<file path="src/mlt_pkg.sv">
// Shared types and constants for the MAC learning table.
`default_nettype none

package mlt_pkg;

   // Command codes of a request.
   localparam logic [1:0] CMD_LOOKUP = 2'd0;
   localparam logic [1:0] CMD_LEARN  = 2'd1;
   localparam logic [1:0] CMD_TICK   = 2'd2;

   localparam logic [7:0] AGE_MAX         = 8'd255;
   localparam logic [7:0] AGE_LIMIT_RESET = 8'd30;

   // Configuration port: one 32-bit register per word.
   localparam int         CSR_ADDR_W        = 3;
   localparam int         CSR_DATA_W        = 32;
   localparam logic [0:0] CSR_AGE_LIMIT_IDX = 1'b0;

   typedef struct packed {
      logic [1:0]  cmd;
      logic [47:0] mac_addr;
      logic [3:0]  port_in;
   } req_type;

   typedef struct packed {
      logic       hit;
      logic [3:0] port_out;
      logic [6:0] removed_count;
      logic       table_full;
   } rsp_type;

   typedef struct packed {
      logic        valid;
      logic [47:0] mac_addr;
      logic [3:0]  port;
      logic [7:0]  age;
   } entry_type;

   // Commands from the controller to the datapath.
   typedef struct packed {
      logic clear_wr;
      logic scan_start;
      logic scan_rd;
      logic finish;
   } ctl_type;

   // Status from the datapath to the controller.
   typedef struct packed {
      logic idx_last;
      logic rsp_free;
   } sts_type;

endpackage

`default_nettype wire

</file>
<file path="src/mlt_ctrl.sv">
// Controller state machine that sequences clearing, table scans and result hand-off.
`default_nettype none

module mlt_ctrl (
   input  wire logic           clock,
   input  wire logic           reset,
   input  wire logic           req_valid,
   output logic                req_ready,
   output mlt_pkg::ctl_type    ctl,
   input  mlt_pkg::sts_type    sts
);
   import mlt_pkg::*;

   localparam logic [2:0] S_CLEAR  = 3'd0;
   localparam logic [2:0] S_IDLE   = 3'd1;
   localparam logic [2:0] S_SCAN   = 3'd2;
   localparam logic [2:0] S_DRAIN  = 3'd3;
   localparam logic [2:0] S_FINISH = 3'd4;

   logic [2:0] state_ff;
   logic [2:0] state_in;

   always_comb begin
      state_in  = state_ff;
      ctl       = '0;
      req_ready = 1'b0;
      unique case (state_ff)
         S_CLEAR: begin
            ctl.clear_wr = 1'b1;
            if (sts.idx_last) begin
               state_in = S_IDLE;
            end
         end
         S_IDLE: begin
            req_ready = 1'b1;
            if (req_valid) begin
               ctl.scan_start = 1'b1;
               state_in       = S_SCAN;
            end
         end
         S_SCAN: begin
            ctl.scan_rd = 1'b1;
            if (sts.idx_last) begin
               state_in = S_DRAIN;
            end
         end
         S_DRAIN: begin
            // The last entry read is being examined in this cycle.
            state_in = S_FINISH;
         end
         S_FINISH: begin
            if (sts.rsp_free) begin
               ctl.finish = 1'b1;
               state_in   = S_IDLE;
            end
         end
         default: begin
            state_in = S_IDLE;
         end
      endcase
   end

   always_ff @(posedge clock) begin
      if (reset) begin
         state_ff <= S_CLEAR;
      end else begin
         state_ff <= state_in;
      end
   end

   a_scan_end: assert property (@(posedge clock) disable iff (reset)
      (state_ff == S_SCAN && sts.idx_last) |=> (state_ff == S_DRAIN))
      else $error("scan did not end after the last entry");

   a_finish_free: assert property (@(posedge clock) disable iff (reset)
      ctl.finish |-> sts.rsp_free)
      else $error("result loaded while the output register was occupied");

   a_one_cmd: assert property (@(posedge clock) disable iff (reset)
      $onehot0({ctl.clear_wr, ctl.scan_start, ctl.scan_rd, ctl.finish}))
      else $error("more than one datapath command at once");

endmodule

`default_nettype wire

</file>
<file path="src/mlt_dpath.sv">
// Datapath: entry memory, scan pipeline, match and free-slot tracking, result register.
`default_nettype none

module mlt_dpath #(
   parameter int ENTRIES = 64
) (
   input  wire logic           clock,
   input  wire logic           reset,
   input  mlt_pkg::ctl_type    ctl,
   output mlt_pkg::sts_type    sts,
   input  mlt_pkg::req_type    req_payload,
   input  wire logic [7:0]     age_limit,
   input  wire logic           rsp_ready,
   output logic                rsp_valid,
   output mlt_pkg::rsp_type    rsp_payload
);
   import mlt_pkg::*;

   localparam int IDX_W = (ENTRIES > 1) ? $clog2(ENTRIES) : 1;
   localparam int CNT_W = $clog2(ENTRIES + 1);
   localparam logic [IDX_W-1:0] LAST_IDX = IDX_W'(ENTRIES - 1);

   entry_type mem [ENTRIES];

   logic [IDX_W-1:0] idx_ff;
   logic [IDX_W-1:0] idx_in;
   logic             rd_vld_ff;
   logic [IDX_W-1:0] rd_idx_ff;
   entry_type        rd_data_ff;
   req_type          req_ff;

   logic             found_ff;
   logic [IDX_W-1:0] found_idx_ff;
   logic [3:0]       found_port_ff;
   logic             free_found_ff;
   logic [IDX_W-1:0] free_idx_ff;
   logic [CNT_W-1:0] cnt_ff;

   logic             rsp_valid_ff;
   rsp_type          rsp_ff;
   rsp_type          rsp_in;

   logic             is_tick;
   logic             is_learn;
   logic             hit_now;
   logic             free_now;
   logic [7:0]       age_inc;
   logic             age_out;
   logic             wb_wr;
   logic             learn_wr;
   logic             wr_en;
   logic [IDX_W-1:0] wr_addr;
   entry_type        wr_data;
   logic [CNT_W+6:0] cnt_ext;

   assign is_tick  = (req_ff.cmd == CMD_TICK);
   assign is_learn = (req_ff.cmd == CMD_LEARN);

   assign hit_now  = rd_vld_ff && rd_data_ff.valid &&
                     (rd_data_ff.mac_addr == req_ff.mac_addr);
   assign free_now = rd_vld_ff && !rd_data_ff.valid;

   assign age_inc  = (rd_data_ff.age == AGE_MAX) ? AGE_MAX : rd_data_ff.age + 8'd1;
   assign age_out  = (age_inc > age_limit);
   assign wb_wr    = rd_vld_ff && is_tick && rd_data_ff.valid;
   assign learn_wr = ctl.finish && is_learn && (found_ff || free_found_ff);

   always_comb begin
      wr_en   = ctl.clear_wr || wb_wr || learn_wr;
      wr_addr = idx_ff;
      wr_data = '0;
      if (ctl.clear_wr) begin
         wr_addr = idx_ff;
         wr_data = '0;
      end else if (wb_wr) begin
         wr_addr          = rd_idx_ff;
         wr_data.valid    = !age_out;
         wr_data.mac_addr = rd_data_ff.mac_addr;
         wr_data.port     = rd_data_ff.port;
         wr_data.age      = age_inc;
      end else begin
         // A refresh and a new entry store the same word; only the slot differs.
         wr_addr          = found_ff ? found_idx_ff : free_idx_ff;
         wr_data.valid    = 1'b1;
         wr_data.mac_addr = req_ff.mac_addr;
         wr_data.port     = req_ff.port_in;
         wr_data.age      = 8'd0;
      end
   end

   always_ff @(posedge clock) begin
      if (wr_en) begin
         mem[wr_addr] <= wr_data;
      end
      if (ctl.scan_rd) begin
         rd_data_ff <= mem[idx_ff];
      end
   end

   always_comb begin
      idx_in = idx_ff;
      if (ctl.scan_start) begin
         idx_in = '0;
      end else if (ctl.clear_wr || ctl.scan_rd) begin
         idx_in = (idx_ff == LAST_IDX) ? '0 : idx_ff + 1'b1;
      end
   end

   assign cnt_ext = {7'd0, cnt_ff};

   always_comb begin
      rsp_in               = '0;
      rsp_in.hit           = found_ff &&
                             (req_ff.cmd == CMD_LOOKUP || req_ff.cmd == CMD_LEARN);
      rsp_in.port_out      = rsp_in.hit ? found_port_ff : 4'd0;
      rsp_in.removed_count = is_tick ? cnt_ext[6:0] : 7'd0;
      rsp_in.table_full    = is_learn && !found_ff && !free_found_ff;
   end

   always_ff @(posedge clock) begin
      if (reset) begin
         idx_ff        <= '0;
         rd_vld_ff     <= 1'b0;
         found_ff      <= 1'b0;
         free_found_ff <= 1'b0;
         cnt_ff        <= '0;
         rsp_valid_ff  <= 1'b0;
      end else begin
         idx_ff    <= idx_in;
         rd_vld_ff <= ctl.scan_rd;
         if (ctl.scan_start) begin
            found_ff      <= 1'b0;
            free_found_ff <= 1'b0;
            cnt_ff        <= '0;
         end else begin
            if (hit_now) begin
               found_ff <= 1'b1;
            end
            if (free_now) begin
               free_found_ff <= 1'b1;
            end
            if (wb_wr && age_out) begin
               cnt_ff <= cnt_ff + 1'b1;
            end
         end
         if (ctl.finish) begin
            rsp_valid_ff <= 1'b1;
         end else if (rsp_ready) begin
            rsp_valid_ff <= 1'b0;
         end
      end
   end

   always_ff @(posedge clock) begin
      rd_idx_ff <= idx_ff;
      if (ctl.scan_start) begin
         req_ff <= req_payload;
      end
      // Only the lowest-numbered match and free slot are kept.
      if (hit_now && !found_ff) begin
         found_idx_ff  <= rd_idx_ff;
         found_port_ff <= rd_data_ff.port;
      end
      if (free_now && !free_found_ff) begin
         free_idx_ff <= rd_idx_ff;
      end
      if (ctl.finish) begin
         rsp_ff <= rsp_in;
      end
   end

   assign sts.idx_last = (idx_ff == LAST_IDX);
   assign sts.rsp_free = !rsp_valid_ff || rsp_ready;
   assign rsp_valid    = rsp_valid_ff;
   assign rsp_payload  = rsp_ff;

   a_no_wr_clash: assert property (@(posedge clock) disable iff (reset)
      !(wb_wr && learn_wr) && !(ctl.clear_wr && (wb_wr || learn_wr)))
      else $error("two memory writes requested in one cycle");

   a_found_sticky: assert property (@(posedge clock) disable iff (reset)
      (found_ff && !ctl.scan_start) |=> found_ff)
      else $error("match flag dropped during a scan");

   a_rsp_hold: assert property (@(posedge clock) disable iff (reset)
      (rsp_valid_ff && !rsp_ready) |=> (rsp_valid_ff && $stable(rsp_ff)))
      else $error("result changed while waiting to be accepted");

endmodule

`default_nettype wire

</file>
<file path="src/mac_learning_table_with_aging.sv">
// Top level of the MAC learning table: configuration register and module wiring.
//
// Address table of ENTRIES slots mapping 48-bit MAC addresses to 4-bit ports. Each request
// (lookup, learn or one-second tick) scans every slot in order through one read port of the
// entry memory, one slot per cycle; a drain state then examines the last slot, and a finish
// state writes a learned entry and loads the result register. The block then returns to
// idle, so it takes no new request before it is through with the last one; the load waits
// for as long as an earlier result is still held in the output register. After reset the
// block first clears the valid bit of every slot, one per cycle, and accepts no request
// until every slot is cleared. The age_limit register should only be written while no
// request is in flight. A learn refreshes a known address or takes the lowest free slot,
// and is dropped with table_full set when no slot is free.
`default_nettype none

module mac_learning_table_with_aging #(
   parameter int ENTRIES = 64
) (
   input  wire logic                             clock,
   input  wire logic                             reset,
   input  wire logic                             req_valid,
   output logic                                  req_ready,
   input  mlt_pkg::req_type                      req_payload,
   output logic                                  rsp_valid,
   input  wire logic                             rsp_ready,
   output mlt_pkg::rsp_type                      rsp_payload,
   input  wire logic                             csr_psel,
   input  wire logic                             csr_penable,
   input  wire logic                             csr_pwrite,
   input  wire logic [mlt_pkg::CSR_ADDR_W-1:0]   csr_paddr,
   input  wire logic [mlt_pkg::CSR_DATA_W-1:0]   csr_pwdata,
   output logic [mlt_pkg::CSR_DATA_W-1:0]        csr_prdata,
   output logic                                  csr_pready
);
   import mlt_pkg::*;

   logic [7:0] age_limit_ff;
   logic [7:0] age_limit_in;
   logic       sel_age_limit;
   ctl_type    ctl;
   sts_type    sts;

   assign csr_pready    = 1'b1;
   assign sel_age_limit = (csr_paddr[2:2] == CSR_AGE_LIMIT_IDX);

   always_comb begin
      age_limit_in = age_limit_ff;
      if (csr_psel && csr_penable && csr_pwrite && sel_age_limit) begin
         age_limit_in = csr_pwdata[7:0];
      end
   end

   always_ff @(posedge clock) begin
      if (reset) begin
         age_limit_ff <= AGE_LIMIT_RESET;
      end else begin
         age_limit_ff <= age_limit_in;
      end
   end

   assign csr_prdata = sel_age_limit ? {24'd0, age_limit_ff} : '0;

   mlt_ctrl u_ctrl (
      .clock     (clock),
      .reset     (reset),
      .req_valid (req_valid),
      .req_ready (req_ready),
      .ctl       (ctl),
      .sts       (sts)
   );

   mlt_dpath #(
      .ENTRIES (ENTRIES)
   ) u_dpath (
      .clock       (clock),
      .reset       (reset),
      .ctl         (ctl),
      .sts         (sts),
      .req_payload (req_payload),
      .age_limit   (age_limit_ff),
      .rsp_ready   (rsp_ready),
      .rsp_valid   (rsp_valid),
      .rsp_payload (rsp_payload)
   );

endmodule

`default_nettype wire
</file>
<file path="config.mk">
export PLATFORM = sky130hd
export DESIGN_NAME = mac_learning_table_with_aging
export DESIGN_NICKNAME = d
export VERILOG_FILES = /design/src/mlt_pkg.sv /design/src/mlt_ctrl.sv /design/src/mlt_dpath.sv /design/src/mac_learning_table_with_aging.sv
export SDC_FILE = /design/constraint.sdc
export NUM_CORES = 2
export LEC_CHECK = 0
export BUFFER_PORTS_ARGS = -buffer_cell sky130_fd_sc_hd__buf_2
export CELL_PAD_IN_SITES_DETAIL_PLACEMENT = 2
export CELL_PAD_IN_SITES_GLOBAL_PLACEMENT = 2
export CORE_MARGIN = 5
export CORE_UTILIZATION = 50
export DETAILED_ROUTE_END_ITERATION = 8
export PLACE_DENSITY_LB_ADDON = 0.1
export SLEW_MARGIN = 5
export SYNTH_ARGS = -nofsm -noshare
export SYNTH_HDL_FRONTEND = slang
export SYNTH_SLANG_ARGS = --single-unit
</file>
<file path="constraint.sdc">
create_clock -name clock -period 13.36 [get_ports clock]
set_input_delay 2.004 -clock clock [delete_from_list [all_inputs] [get_ports clock]]
set_output_delay 2.004 -clock clock [all_outputs]
set_load 0.02 [all_outputs]
</file>
==> results.py, run 1 <==
metrics = {
    "logic_synthesis": {
        "syn_inst": 6901,
        "synth_common_cells": "4,048 x edfxtp_1, 938 x mux4_2, 245 x nand2_1",
        "synth_area_leader_cell": "edfxtp_1",
        "postSynthAreaPerCell_um2": 22.51,
        "yosys_warnings": 0,
        "synth_ff_type": "edfxtp_1",
        "netlist-cell-type-count": 52,
        "yosysSeqAreaShare_pct": 78.70,
        "synth_top_area_share_pct": 78.26,
        "synth.most_common_cell": "edfxtp_1",
        "ys_async_sr_fraction_pct": 0,
        "synth_area_leaders": "edfxtp_1 78%, mux4_2 14%, mux2i_1 1.5%, a22oi_1 1.0%, nand2_1 0.59%",
        "ys_ff_latch": 4082,
        "synth_edf_count": 4048,
        "syn_area_um2": 155300,
    },
    "placement": {
        "gp_congestion": 0.7907,
        "io_buffers": 92,
        "place_hpwl_um": 314100,
    },
    "die": {
        "die_height_um": 567.4,
        "die_w_um": 567.4,
        "fp-row-count": 204,
        "initial_core_util_pct": 50.25,
        "ios": 144,
    },
    "run_status": {
        "failed_stage": "detailed placement (3_5_place_dp)",
        "status": "did not finish",
        "error": "[ERROR DPL-0033] detailed placement checks failed during check placement.",
    },
}
per-stage QoR:
stage / worst slack, ps / area [um^2]
floorplan: 7421 / 155400
global placement: 6966 / 162600
logic make-up after synthesis:
logic type               Yosys count  share of synthesized area [%]
multiplexers                    1178                          15.15
AO/OA/AOI/OAI                    675                          3.169
AND/OR/NAND/NOR                  479                          1.356
XOR/XNOR                          55                         0.3101
adder cells (fa/ha/maj)           11                        0.08860
flip-flops                      4082                          78.70
buffers and inverters            419                          1.228
other                              2                       0.004835
==> inputs of run 2 (changes only) <==
- CELL_PAD_IN_SITES_DETAIL_PLACEMENT: 2 -> not set
- CELL_PAD_IN_SITES_GLOBAL_PLACEMENT: 2 -> not set
- CORE_UTILIZATION: 50 -> 35
- PLACE_DENSITY_LB_ADDON: 0.1 -> 0.15
==> run 2 against run 1 <==
The flow now finishes without violations. Synthesized cell count unchanged. Synthesized area unchanged.
==> results.py, run 2 <==
metrics = {
    "placement": {
        "gp_congestion": 0.7817,
        "place_hpwl_um": 259500,
        "io_buffers": 92,
    },
    "logic_synthesis": {
        "yosys_warnings": 0,
        "ys_async_sr_fraction_pct": 0,
        "synth_area_leader_cell": "edfxtp_1",
        "ys_ff_latch": 4082,
        "synth.most_common_cell": "edfxtp_1",
        "netlist-cell-type-count": 52,
        "synth_common_cells": "4,048 x edfxtp_1, 938 x mux4_2, 245 x nand2_1",
        "postSynthAreaPerCell_um2": 22.51,
        "syn_inst": 6901,
        "synth_top_area_share_pct": 78.26,
        "synth_area_leaders": "edfxtp_1 78%, mux4_2 14%, mux2i_1 1.5%, a22oi_1 1.0%, nand2_1 0.59%",
        "yosysSeqAreaShare_pct": 78.70,
        "syn_area_um2": 155300,
        "synth_ff_type": "edfxtp_1",
        "synth_edf_count": 4048,
    },
    "critical_path": {
        "crit_type": "flip-flop to flip-flop",
        "crit_path_frequent_cell": "buf_4",
        "cp-startpoint": "u_dpath.idx_ff[1]",
        "cp.arrival_ps": 6920,
        "start_kind": "flip-flop",
        "path_buf_inv": 5,
        "path_depth": 10,
        "end_kind": "flip-flop",
        "critPathTopFamily": "buffers and inverters",
        "crit_end": "u_dpath.rd_data_ff[20]",
        "max_stage_delay_ps": 660,
        "cp_max_fo": 93,
        "crit_required_ps": 14080,
        "r2r_end": "u_dpath.rd_data_ff[20]",
        "r2r_cells": 10,
        "worstReg2RegStart": "u_dpath.idx_ff[1]",
        "r2r_slack_ps": 7160,
        "slowest_stage": "dfxtp_4",
        "cp_cell_sequence": "buf_12 > buf_4 > buf_4 > buf_4 > buf_12 > mux4_2 > a22o_1 > a211oi_1 > a211oi_1 > a221o_1",
    },
    "sta": {
        "finClkSkew_ps": 49.49,
        "timing.setup.tns_ps": 0,
        "grt_setup_unrepaired": "false",
        "layout_min_cycle_time_ps": 6198,
        "hold_viol_final": 0,
        "max_slew_margin_pct": 5.631,
        "fmax_ghz": 0.1613,
        "min_period_over_period_pct": 46.39,
        "worst_pin_slew_ps": 1407,
        "setup_viol": 0,
        "slew_violations": 0,
    },
    "detailed_routing": {
        "drtIter0Drc": 8470,
        "dr.pass1.iters": 6,
        "drc": 0,
        "wire_per_inst_um": 35.33,
        "ant_nets": 0,
        "vias_per_cell": 5.582,
        "finalWirelength_um": 479200,
        "vias": 75720,
    },
    "pwr": {
        "power.density_nw_per_um2": 151.2,
        "swShare_pct": 21.22,
        "ir_drop_v": 0.00009761,
        "net-switching-power_uw": 5731,
        "power_uw": 27020,
        "leakagePower_uw": 0.05576,
        "pwr-share-clk_pct": 43.4,
        "power.internal_uw": 21280,
        "power_frac_seq_pct": 51.8,
        "combPwrFrac_pct": 4.8,
    },
    "cells_and_area": {
        "drive_above_1_share_pct": 27.05,
        "fill_cells": 38960,
        "register_area_um2": 122300,
        "nets": 7427,
        "mostFrequentLayoutCells": "4,048 x edfxtp_1, 938 x mux4_2, 436 x clkbuf_16",
        "largest_reg_flops": 3904,
        "regMostFlops": "u_dpath.mem",
        "top_regs": "u_dpath.mem: 3904 flops, u_dpath.rd_data_ff: 61 flops, u_dpath.req_ff: 54 flops",
        "syn_to_final_growth_pct": 15.03,
        "final_core_util_pct": 40.42,
        "multiInputGateArea_um2": 32560,
        "final_common_cell": "edfxtp_1",
    },
    "flow_run": {
        "drv_cap": 0,
    },
    "global_routing": {
        "grt_pass1_wl_um": 654800,
        "grt_pass1_vias": 77290,
        "grt_antenna_before_repair": 22,
        "grt_overflow_total": 0,
        "grtUsageTotal_pct": 20.63,
        "grt_max_degree": 107,
    },
    "cts": {
        "clk_path_buf_depth": 4,
        "cts_tree": "done",
        "clockRootBuffer": "clkbuf_16",
        "clk_pin_slew_ps": 60,
        "clkSinkCount": 4082,
        "post_cts_buffers": 0,
        "cts.htree.levels": 5,
        "cts_buffers": 429,
        "post_cts_resized": 0,
        "clk_latency_ps": 980,
        "cts_hold_buf": 0,
    },
    "die": {
        "die_height_um": 676.2,
        "coreArea_um2": 442100,
        "die_w_um": 676.2,
        "die_area_um2": 457200,
        "initial_core_util_pct": 35.14,
        "fp-row-count": 244,
        "ios": 144,
    },
    "run_status": {
        "status": "completed",
    },
    "min_path": {
        "hold_class": "flip-flop to flip-flop",
    },
}
## run 2: layout make-up
| cell class | instances | share of cell area [%] |
|---|---|---|
| clock buffers | 528 | 6.322 |
| multi-input cells | 2423 | 18.22 |
| repair buffers | 372 | 1.539 |
| flip-flops and latches | 4082 | 68.43 |
| diodes | 5 | 0.007003 |
| clock inverters | 240 | 1.321 |
| inverters | 12 | 0.02661 |
| well taps | 5904 | 4.134 |
## run 2: kinds of logic (layout without fill, tap and decap cells)
logic type / Yosys count / after routing / synth area share (%)
other: 2 / 30 / 0.004835
AND/OR/NAND/NOR: 479 / 479 / 1.356
adder cells (fa/ha/maj): 11 / 11 / 0.08860
AO/OA/AOI/OAI: 675 / 675 / 3.169
multiplexers: 1178 / 1178 / 15.15
buffers and inverters: 419 / 1152 / 1.228
flip-flops: 4082 / 4082 / 78.70
XOR/XNOR: 55 / 55 / 0.3101
## run 2: power groups by stage
stage | Clock, uW | Sequential (uW) | Combinational [uW]
floorplan | 0 | 14200 | 888
finish | 11700 | 14000 | 1300
global route | 12500 | 14000 | 1380
CTS | 12000 | 14000 | 1330
detailed placement | 0 | 14300 | 1330
global placement | 0 | 14200 | 1330
## run 2: worst min-delay path by stage
stage / start / endpoint / slack, ps / depth (start not counted)
2_1_floorplan: u_dpath.idx_ff[5] / u_dpath.rd_idx_ff[5] / 340 / 0
3_3_place_gp: u_dpath.rd_idx_ff[3] / u_dpath.found_idx_ff[3] / 430 / 0
3_5_place_dp: u_dpath.rd_idx_ff[1] / u_dpath.found_idx_ff[1] / 450 / 0
4_1_cts: u_dpath.rd_idx_ff[5] / u_dpath.found_idx_ff[5] / 450 / 0
5_1_grt: u_dpath.rd_idx_ff[2] / u_dpath.free_idx_ff[2] / 470 / 0
6_report: age_limit_ff[5] / age_limit_ff[5] / 460 / 2
## run 2: metrics by stage
step	hold slack, ps	area, um^2	worst slack [ps]	std cells
2_1_floorplan	342.3	155400	7421	6924
3_3_place_gp	434.4	165000	7003	12790
3_5_place_dp	449.4	165000	6938	12790
4_1_cts	454.1	178700	7196	13560
5_1_grt	471.9	178700	7148	13560
6_report	462.1	178700	7162	13570
## run 2: worst reg2reg max path: cells and delay by family (launching register included)
family	cells	cell delay (ps)
buffers and inverters	5	3290
AOI/OAI and AO/OA	4	1450
DFF	1	660
muxes	1	580
## run 2: layer usage
metal  share of wire, %  wire, um  track usage (%)
met1                 43    206000            29.31
met2                 49    233700            33.97
met3                5.7     27150            2.554
met4                2.6     12400            5.099
met5             0.0042        20                0
Note: power is estimated with default switching activity, not from simulation.
